===== config.mk =====
export PLATFORM = sky130hd
export DESIGN_NAME = cfp_div
export DESIGN_NICKNAME = d
export VERILOG_FILES = /design/src/hdl/cfp_pkg.sv /design/src/hdl/cfp_div.sv
export SDC_FILE = /design/constraint.sdc
export NUM_CORES = 1
export LEC_CHECK = 0
export ABC_AREA = 1
export BUFFER_PORTS_ARGS = -buffer_cell sky130_fd_sc_hd__buf_2
export CAP_MARGIN = 20
export CORE_AREA = 8 8 235 237
export DETAILED_ROUTE_END_ITERATION = 8
export DIE_AREA = 0 0 243 245
export PLACE_DENSITY = 0.77
export RECOVER_POWER = 25
export SLEW_MARGIN = 20
export SYNTH_ARGS = -nofsm -noshare
export SYNTH_HDL_FRONTEND = slang
export SYNTH_SLANG_ARGS = --single-unit
export TNS_END_PERCENT = 5

===== constraint.sdc =====
create_clock -name clk -period 13.9 [get_ports clk]
set_clock_uncertainty 0.2 [all_clocks]
set_input_delay 4.17 -clock clk [delete_from_list [all_inputs] [get_ports clk]]
set_output_delay 4.17 -clock clk [all_outputs]
set_load 0.01 [all_outputs]

===== src/hdl/cfp_pkg.sv =====
// shared widths, state codes and arithmetic sizes for the coulomb field unit
// no dependencies
package cfp_pkg;

    localparam int X_W      = 33;   // offset between two q16.16 positions
    localparam int A_W      = 35;   // nine times the charge magnitude
    localparam int D2_W     = 66;   // squared distance
    localparam int D2_HALF  = 33;   // split point of the squared distance
    localparam int R_W      = 35;   // rounded root of the squared distance
    localparam int P_W      = 68;   // charge magnitude times an offset
    localparam int DR_W     = 101;  // squared distance times root
    localparam int DEN_W    = 112;  // widest divisor
    localparam int NUM_W    = 128;  // widest dividend
    localparam int QUO_W    = 63;   // quotient bits kept below the clamp
    localparam int DIVC_W   = 6;
    localparam int SQ_W     = 70;   // radicand, padded to an even width
    localparam int SQREM_W  = 38;
    localparam int SQ_STEPS = 35;
    localparam int SQC_W    = 6;
    localparam int POT_SHIFT   = 40;
    localparam int FIELD_SHIFT = 56;

    localparam logic ACT_WRITE = 1'b0;
    localparam logic ACT_QUERY = 1'b1;

    typedef enum logic [3:0] {
        ST_IDLE,
        ST_SCAN,
        ST_LOAD,
        ST_SQ1,
        ST_SQ2,
        ST_SQRT,
        ST_ROUND,
        ST_MULA,
        ST_MULB,
        ST_MULC,
        ST_MULD,
        ST_MULE,
        ST_DIVGO,
        ST_DIV,
        ST_ACC,
        ST_DONE
    } state_t;

endpackage


===== src/hdl/cfp_div.sv =====
// bit-serial restoring divider with clamp detection, one quotient bit per cycle
// depends on cfp_pkg
module cfp_div
    import cfp_pkg::*;
(
    input  logic             clk,
    input  logic             rst_n,
    input  logic             start,
    input  logic [NUM_W-1:0] num,
    input  logic [DEN_W-1:0] den,
    output logic             busy,
    output logic [QUO_W-1:0] quo,
    output logic             sat
);

    logic [DIVC_W-1:0] cnt_reg;
    logic [DEN_W-1:0]  rem_reg;
    logic [DEN_W-1:0]  den_reg;
    logic [QUO_W-1:0]  low_reg;
    logic [QUO_W-1:0]  quo_reg;
    logic              sat_reg;
    logic [DEN_W:0]    trial;
    logic              ge;
    logic [DEN_W:0]    diff;
    logic              clamp;

    // quotient reaches 2^63 exactly when the top bits already reach the divisor
    assign clamp = {{(DEN_W-(NUM_W-QUO_W)){1'b0}}, num[NUM_W-1:QUO_W]} >= den;
    assign trial = {rem_reg, low_reg[QUO_W-1]};
    assign ge    = trial >= {1'b0, den_reg};
    assign diff  = trial - {1'b0, den_reg};

    always_ff @(posedge clk or negedge rst_n)
    begin
        if (!rst_n)
        begin
            cnt_reg <= '0;
        end
        else if (start)
        begin
            cnt_reg <= clamp ? '0 : DIVC_W'(QUO_W);
        end
        else if (cnt_reg != '0)
        begin
            cnt_reg <= cnt_reg - 1'b1;
        end
    end

    always_ff @(posedge clk)
    begin
        if (start)
        begin
            sat_reg <= clamp;
            rem_reg <= DEN_W'(num[NUM_W-1:QUO_W]);
            den_reg <= den;
            low_reg <= num[QUO_W-1:0];
            quo_reg <= '0;
        end
        else if (cnt_reg != '0)
        begin
            rem_reg <= ge ? diff[DEN_W-1:0] : trial[DEN_W-1:0];
            low_reg <= {low_reg[QUO_W-2:0], 1'b0};
            quo_reg <= {quo_reg[QUO_W-2:0], ge};
        end
    end

    assign busy = cnt_reg != '0;
    assign quo  = quo_reg;
    assign sat  = sat_reg;

endmodule


# Yosys cells after proc, flatten, opt, wreduce, memory -nomap -nowiden
# Index checks and enable logic that the tools add are counted.
# totals
register_bits	357
latchBits	0
ram_bits	0
mem_bits_ro	0
input_bits	243
output_inout_bits	65
wordCells	21
n_memories	0
# op_classes
addsub	2
n_mul	0
n_div	0
order_cmp	2
eq_ne	0
shifts	0
n_mux	8
n_bitwise	0
reduce_logical	2
# op_table
cell	count
$mux W65	2
$mux W63	2
$ge A113 B112 Y1	1
$ge A65 B112 Y1	1
$mux W112	1
$sub A112 B112 Y112	1
$mux W6	3
$reduce_bool A6 Y1	1
$sub A6 B1 Y6 const B	1
$reduce_bool A2 Y1	1

# Longest topological paths before layout
# Gate-level depths: netlist of the first run.
# depth
depth_word	4
depth_mapped	20
mapped_depth_nobuf	20

# Worst setup path before layout of the first run
# Ideal clock, no wire load.
# synth_timing
path_type	input to register
from	input start
to	register low_reg[0], enable pin
setup_time_ns	0.543
arrival_time_ns	8.361
t_required_ns	13.157
path_slack_ns	4.796
stages	4
path_buffers	2
path_cell_list	clkbuf_1 -> nor2_1 -> inv_2 -> clkbuf_1
# synth_via
elab_chain_len	1
# synth_lines
item	line	source
start: declaration	cfp_div.sv:8	input logic start,
$reduce_bool A2 Y1 (no source line)	--	
end signal: assignment	cfp_div.sv:56	low_reg <= num[QUO_W-1:0];
end signal: assignment	cfp_div.sv:62	low_reg <= {low_reg[QUO_W-2:0], 1'b0};
end: declaration	cfp_div.sv:19	logic [QUO_W-1:0] low_reg;
# No other way between the ends.
# A chain may end at the register's enable or synchronous reset.

# Worst setup path in the final report of the first run
# layout_timing
from	input start
to	register low_reg[43], enable pin
# Same word-level chain as after synthesis.

==> summary.md, run 1 <==
| Metric | Value |
|---|---|
| Hold Buf Count CTS | `0` |
| Final Net Count | `~5000` |
| Largest net degree at the start of global routing | `96` |
| Synth Register Bits | `around 360` |
| H-tree depth | `2` |
| Mean Syn Cell Area | `6.42 µm²` |
| Area of the multi-input gates | `between 10000 and 15000 µm²` |
| Total CTS buffers | `40` |
| Via count | `approximately 28000` |
| Share of layout cells above drive strength 1 | `0.0811` |
| Row count | `84` |
| Drt pass-1 iters | `6` |
| Die H | `about 250 µm` |
| Worst-Margin Slew | `3.71 ns` |
| Antenna violation net count after detailed routing | `0` |
| Final wirelength | `roughly 100 mm` |
| Routed wire per std cell | `~19 µm` |
| Startpoint Class | `input pin` |
| Worst Setup End Kind | `register` |
| Cell count after synthesis | `about 4400` |
| Die X | `243 µm` |
| FILL cells | `roughly 5100` |
| CTS tree | `done` |
| # IOs | `308` |
| Final TNS setup | `0 ns` |
| Crit-path max FO | `95` |
| CP max stage delay | `roughly 2.6 ns` |
| Clk buf depth | `3` |
| Initial antenna violation count | `1` |
| Clock sinks | `roughly 360` |
| Failing checks | `capacitance limit, slew limit` |
| Tcrit/Tclk final | `0.696` |
| Max Slew Vio Count | `approximately 80` |
| Final Wtd Congestion | `between 1 and 1.5` |
| Number of vias per cell | `between 5 and 6` |
| Final HPWL DP | `between 80 and 90 mm` |
| Initial Util | `0.540` |
| Initial drt markers | `approximately 2500` |
| Cell variety after synth | `45` |
| Reg area | `approximately 9600 µm²` |
| Grt ovf | `0` |
| Leak | `about 0.017 µW` |
| Vias in the first global route | `about 27000` |
| Sequential area share after synthesis | `0.343` |
| Final hold violations | `0` |
| Remaining DRCs | `0` |
| Yosys warns | `0` |
| Relative slew slack | `-1.47` |
| Tmin final | `just under 10 ns` |
| Worst-path cell chain | `clkbuf_1, nor2_1, inv_6, buf_4` |
| Arrival time at the worst endpoint | `between 9 and 10 ns` |
| RSZ-0062 raised after global routing | `no` |
| Clock root cell | `clkbuf_16` |
| Postcts setup bufs | `0` |
| Outcome | `finished with violations` |
| Die Footprint | `roughly 60000 µm²` |
| Max-cap violations | `1` |
| Synthesized Nets | `4774` |
| CP max stage cell | `clkbuf_1` |
| Total GRT Usage | `0.332` |
| PortBufs | `approximately 310` |
| Worst Path Required | `between 10 and 15 ns` |
| ANT cells | `0` |
| VDD IR max | `roughly 150 µV` |
| Clock-pin slew on the worst setup and hold paths | `approximately 0.060 ns` |
| Area Overhead vs Synth | `11.8%` |
| Achievable frequency | `0.103 GHz` |
| Critical path class | `input pin to register` |
| First-pass GRT wire length | `153 mm` |
| Clk_lat worst skew | `between 0.5 and 0.6 ns` |
| Cts repair resizes | `0` |
| Post-synthesis cell area | `about 28000 µm²` |
| Flop2flop setup slack | `between 9 and 10 ns` |
| Commonest cells after routing, fill and taps aside | `nand2_1, inv_1, nor2_1, buf_2, edfxtp_1` |
| Core area | `51700 µm²` |
| Hold Crit Class | `register to register` |
| Most common cell after layout, fill and taps aside | `nand2_1` |
| Setup-failing EPs final | `0` |
| P per Cell Area | `182 nW/µm²` |
| Total power | `between 5000 and 6000 µW` |
==> cells by family (layout without fill, tap and decap cells) <==
group | after synthesis | in the layout | share of synthesized area
simple gates | 2336 | 2336 | 0.338
buf+inv | 1011 | 1321 | 0.139
compound gates | 403 | 403 | 0.0787
flops | 357 | 357 | 0.343
fa+ha+maj | 179 | 179 | 0.0804
xor+xnor | 66 | 66 | 0.0207
==> metrics by stage <==
step / instances / worst slack [ns] / hold WS, ns / instance area [µm²] / util
2_1_floorplan: 4352 / 4.80 / 0.249 / 27900 / -
3_3_place_gp: 5277 / 6.71 / 0.264 / 30100 / 0.582
5_1_grt: 5350 / 3.74 / 0.307 / 31300 / 0.604
6_report: 5350 / 4.22 / 0.287 / 31300 / 0.604
3_5_place_dp: 5277 / 6.67 / 0.275 / 30100 / 0.582
4_1_cts: 5350 / 7.23 / 0.289 / 31300 / 0.606
==> final cells by class <==
type                    instances  share of cell area
clock buffers                  52              0.0341
clock inverters                21             0.00661
inverters                     929               0.112
multi-input cells            2984               0.464
flip-flops and latches        357               0.307
well taps                     688              0.0275
repair buffers                319              0.0496
==> synth_stat cells, drive strengths merged <==
master | count | area (µm²)
xnor2 | 52 | 455
a21boi | 4 | 30.0
a31oi | 1 | 6.26
nor4 | 9 | 62.6
nand3 | 181 | 916
o22ai | 61 | 382
nor2b | 1 | 6.26
o21a | 1 | 7.51
dfxtp | 110 | 2200
a31o | 1 | 8.76
and2 | 6 | 37.5
nor3 | 32 | 171
a21oi | 149 | 749
nand2 | 1661 | 6240
dfrtp | 6 | 150
fa | 1 | 20.0
buf | 29 | 208
edfxtp | 241 | 7240
nand3b | 13 | 97.6
a211oi | 3 | 22.5
o21ai | 152 | 761
or2 | 11 | 68.8
nor3b | 3 | 22.5
nor2 | 346 | 1350
o21bai | 11 | 82.6
nand4 | 71 | 444
xor2 | 14 | 123
and3 | 2 | 12.5
inv | 929 | 3490
o211ai | 15 | 113
a21o | 5 | 37.5
clkbuf | 53 | 199
ha | 178 | 2230
==> report_power, final <==
group / switching [µW] / leakage (µW) / internal, µW
registers: 118 / 0.00346 / 1360
clock network: 449 / 0.000627 / 602
logic: 2200 / 0.0132 / 955
==> critical path, delay by kind of cell <==
family,cells,cell delay [ns]
buffers and inverters,3,4.50
and+or+nand+nor,1,0.87
==> final timing paths <==
check	start	to	cells past startpoint
min reg2reg	quo[26]	quo[26]	2
min in group asynchronous	rst_n	cnt_reg[5]	1
max reg2reg	rem_reg[7]	rem_reg[8]	15
min	quo[26]	quo[26]	2
max in group asynchronous	rst_n	cnt_reg[1]	1
max	start	low_reg[43]	4
==> per-layer routing <==
| metal | vias to the layer above | global-route usage | part of all wire |
|---|---|---|---|
| li1 | 14000 | - | - |
| met1 | 13000 | 0.446 | 0.44 |
| met2 | 1065 | 0.532 | 0.44 |
| met3 | 182 | 0.0610 | 0.081 |
| met4 | 0 | 0.117 | 0.040 |
| met5 | - | 0 | 0 |
Note: power is estimated with default switching activity, not from simulation.
==> run 2, diff against run 1 <==
clock period = 10 ns   (was 13.9 ns; I/O delays follow)
==> run 2 against run 1 <==
Net effect: the run still ends with capacitance limit, slew limit left; cell count about the same; routed wire length fell by 1.2%; critical path type unchanged; global-route usage decreased by 0.32 points; largest cell class unchanged; non-clock buffer count rose by 1.
==> summary.md, run 2 (synthesized netlist as in run 1, its figures left out) <==
| Metric | Value |
|---|---|
| # IOs | `308 (unchanged)` |
| Achievable frequency | `~0.15 GHz` |
| Total GRT Usage | `0.328 (-0.00317)` |
| Row count | `84 (unchanged)` |
| Dpl cells | `5278 (+0.019%)` |
| Worst-Margin Slew | `3.29 ns (-0.425 ns)` |
| Max-cap violations | `1 (unchanged)` |
| Final Net Count | `5053 (unchanged)` |
| Leak | `0.0172 µW (-0.24%)` |
| Pre-CTS setup slack | `4.01 ns (-2.66 ns)` |
| Failing checks | `capacitance limit, slew limit` |
| Family with the most delay on the worst path | `buffers and inverters` |
| P per Cell Area | `252 nW/µm² (+38%)` |
| RSZ-0062 raised after global routing | `no` |
| First-pass GRT wire length | `152 mm (-0.64%)` |
| Power share of the combinational group | `0.560 (+0.004)` |
| PortBufs | `307 (unchanged)` |
| CTS tree | `done` |
| Worst-path cell chain | `buf_8, clkbuf_1, buf_4, o21ai_0, o21ai_0, a21oi_1` |
| Via count | `28200 (-0.11%)` |
| Cts repair resizes | `0 (unchanged)` |
| Final Wtd Congestion | `1.10 (+4.2%)` |
| Final TNS setup | `0 ns (unchanged)` |
| Non-filler cells, final | `5347 (-0.056%)` |
| Clk buf depth | `3 (unchanged)` |
| CP max stage cell | `clkbuf_1` |
| Final HPWL DP | `83.5 mm (-0.69%)` |
| Initial antenna violation count | `4 (+3)` |
| Clock-pin slew on the worst setup and hold paths | `0.06 ns (about the same)` |
| Clock sinks | `357 (unchanged)` |
| Most common cell after layout, fill and taps aside | `nand2_1` |
| Net Switching | `3850 µW (+39%)` |
| Initial Util | `0.540 (unchanged)` |
| ANT cells | `0 (unchanged)` |
| Die H | `245 µm (unchanged)` |
| Part of the power in registers | `0.261 (+0.002)` |
| Grt ovf | `0 (unchanged)` |
| Met3 GRT Util | `0.0633 (+0.00228)` |
| Setup-failing EPs final | `0 (unchanged)` |
| CP max stage delay | `2.36 ns (-0.20 ns)` |
| Final hold violations | `0 (unchanged)` |
| Internal power | `4000 µW (+37%)` |
| Worst setup margin | `3.13 ns (-1.10 ns)` |
| Outcome | `finished with violations` |
| Commonest cells after routing, fill and taps aside | `nand2_1, inv_1, nor2_1, edfxtp_1, buf_2` |
| Worst Path Required | `10.24 ns (-3.64 ns)` |
| Crit-path max FO | `82 (-14%)` |
| Antenna violation net count after detailed routing | `0 (unchanged)` |
| Clk_lat worst skew | `0.58 ns (about the same)` |
| Total CTS buffers | `39 (-2.5%)` |
| Arrival time at the worst endpoint | `7.11 ns (-2.54 ns)` |
| Postcts setup bufs | `0 (unchanged)` |
| Drt pass-1 iters | `7 (+1)` |
| Relative slew slack | `-1.19 (+0.284)` |
| Die Footprint | `59500 µm² (unchanged)` |
| Clock power share | `0.178 (-0.007)` |
| Buffers & Inverters on Critical Path | `3 (unchanged)` |
| Initial drt markers | `2858 (+16%)` |
| Vias in the first global route | `26800 (+0.33%)` |
| H-tree depth | `2 (unchanged)` |
| Tmin final | `approximately 6.9 ns` |
| Startpoint Class | `input pin` |
| Hold Buf Count CTS | `0 (unchanged)` |
| VDD IR max | `127 µV (-16%)` |
| Grt met1 use | `0.441 (-0.00519)` |
| M2 GR Usage | `0.530 (-0.00207)` |
| Hold Crit Class | `register to register` |
| Die X | `243 µm (unchanged)` |
| Clock root cell | `clkbuf_16` |
| Most used cell, CP | `o21ai_0` |
| Busiest grt layer | `met2` |
| Routed wire per std cell | `18.9 µm (-1.1%)` |
| Share of layout cells above drive strength 1 | `0.0781 (-0.00295)` |
| Max Slew Vio Count | `72 (-12%)` |
| Number of vias per cell | `5.27 (about the same)` |
| Tcrit/Tclk final | `0.687` |
| Critical path class | `input pin to register` |
| Remaining DRCs | `0 (unchanged)` |
| Area Overhead vs Synth | `11.7%` |
| Worst Setup End Kind | `register` |
| Final wirelength | `101 mm (-1.2%)` |
| Largest net degree at the start of global routing | `127 (+32%)` |
| Core area | `51700 µm² (unchanged)` |
| Switching Share | `0.490 (+0.00328)` |
[run 2: cell count changes in the layout (fill, tap and decap cells not counted), moves of 2 or more]
cell / before / now
buf_2: 246 / 238
bufinv_16: 3 / 1
clkbuf_1: 71 / 81
clkinv_8: 1 / 3
inv_6: 4 / 2
o21ai_0: 90 / 75
o21ai_1: 62 / 77
[run 2: power groups by stage]
stage | clock network (µW) | registers (µW) | logic, µW
floorplan | 0 | 2020 | 3020
detailed placement | 0 | 2070 | 4270
CTS | 1420 | 2050 | 4290
finish | 1400 | 2050 | 4400
global placement | 0 | 2070 | 4240
global route | 1470 | 2080 | 4830
[run 2: area by class of cell]
cell class | count | area (µm²)
Clock buffer | 54 | 1080
Clock inverter | 15 | 133
Fill cell | 5271 | 20500
Inverter | 929 | 3490
Multi-Input combinational cell | 2984 | 14500
Sequential cell | 357 | 9590
Tap cell | 688 | 861
Timing Repair Buffer | 320 | 1560
[run 2: metal layers]
layer / wire, µm / up-vias
met5: 37 / -
met4: 3470 / 6
met3: 8810 / 174
met2: 45100 / 1094
met1: 43700 / 12900
li1: - / 14000
[run 2: metrics by stage]
stage	total power, µW	instance area [µm²]	hold WS, ns	utilization
CTS	7760	31300	0.289	0.605
floorplan	5030	27900	0.249	-
global route	8380	31200	0.305	0.603
global placement	6310	30100	0.276	0.582
finish	7850	31200	0.293	0.603
detailed placement	6340	30100	0.277	0.582
[run 2: final timing paths]
check / from / endpoint / slack [ns] / cells after the start
setup / recovery: start / rem_reg[103] / 3.13 / 6
hold / removal: quo[28] / quo[28] / 0.29 / 2
hold reg to reg: quo[28] / quo[28] / 0.29 / 2
min in group asynchronous: rst_n / cnt_reg[0] / 2.10 / 1
max in group asynchronous: rst_n / cnt_reg[4] / 7.24 / 1
setup reg to reg: rem_reg[7] / rem_reg[7] / 4.96 / 16
[run 2: worst reg2reg max path, cell delays in order, from the launching register on]
cell and delay, ns:
edfxtp_1 0.38, ha_1 0.37, nand2_1 0.14, nor2_1 0.37
nand3_1 0.12, nand3b_1 0.36, nand2_1 0.10, nand2_1 0.24
nand2_1 0.13, nand2_2 0.19, nand2_1 0.13, nand3_4 0.32
buf_4 0.59, buf_4 0.70, nand2_1 0.17, o21ai_0 0.11
o21ai_1 0.07
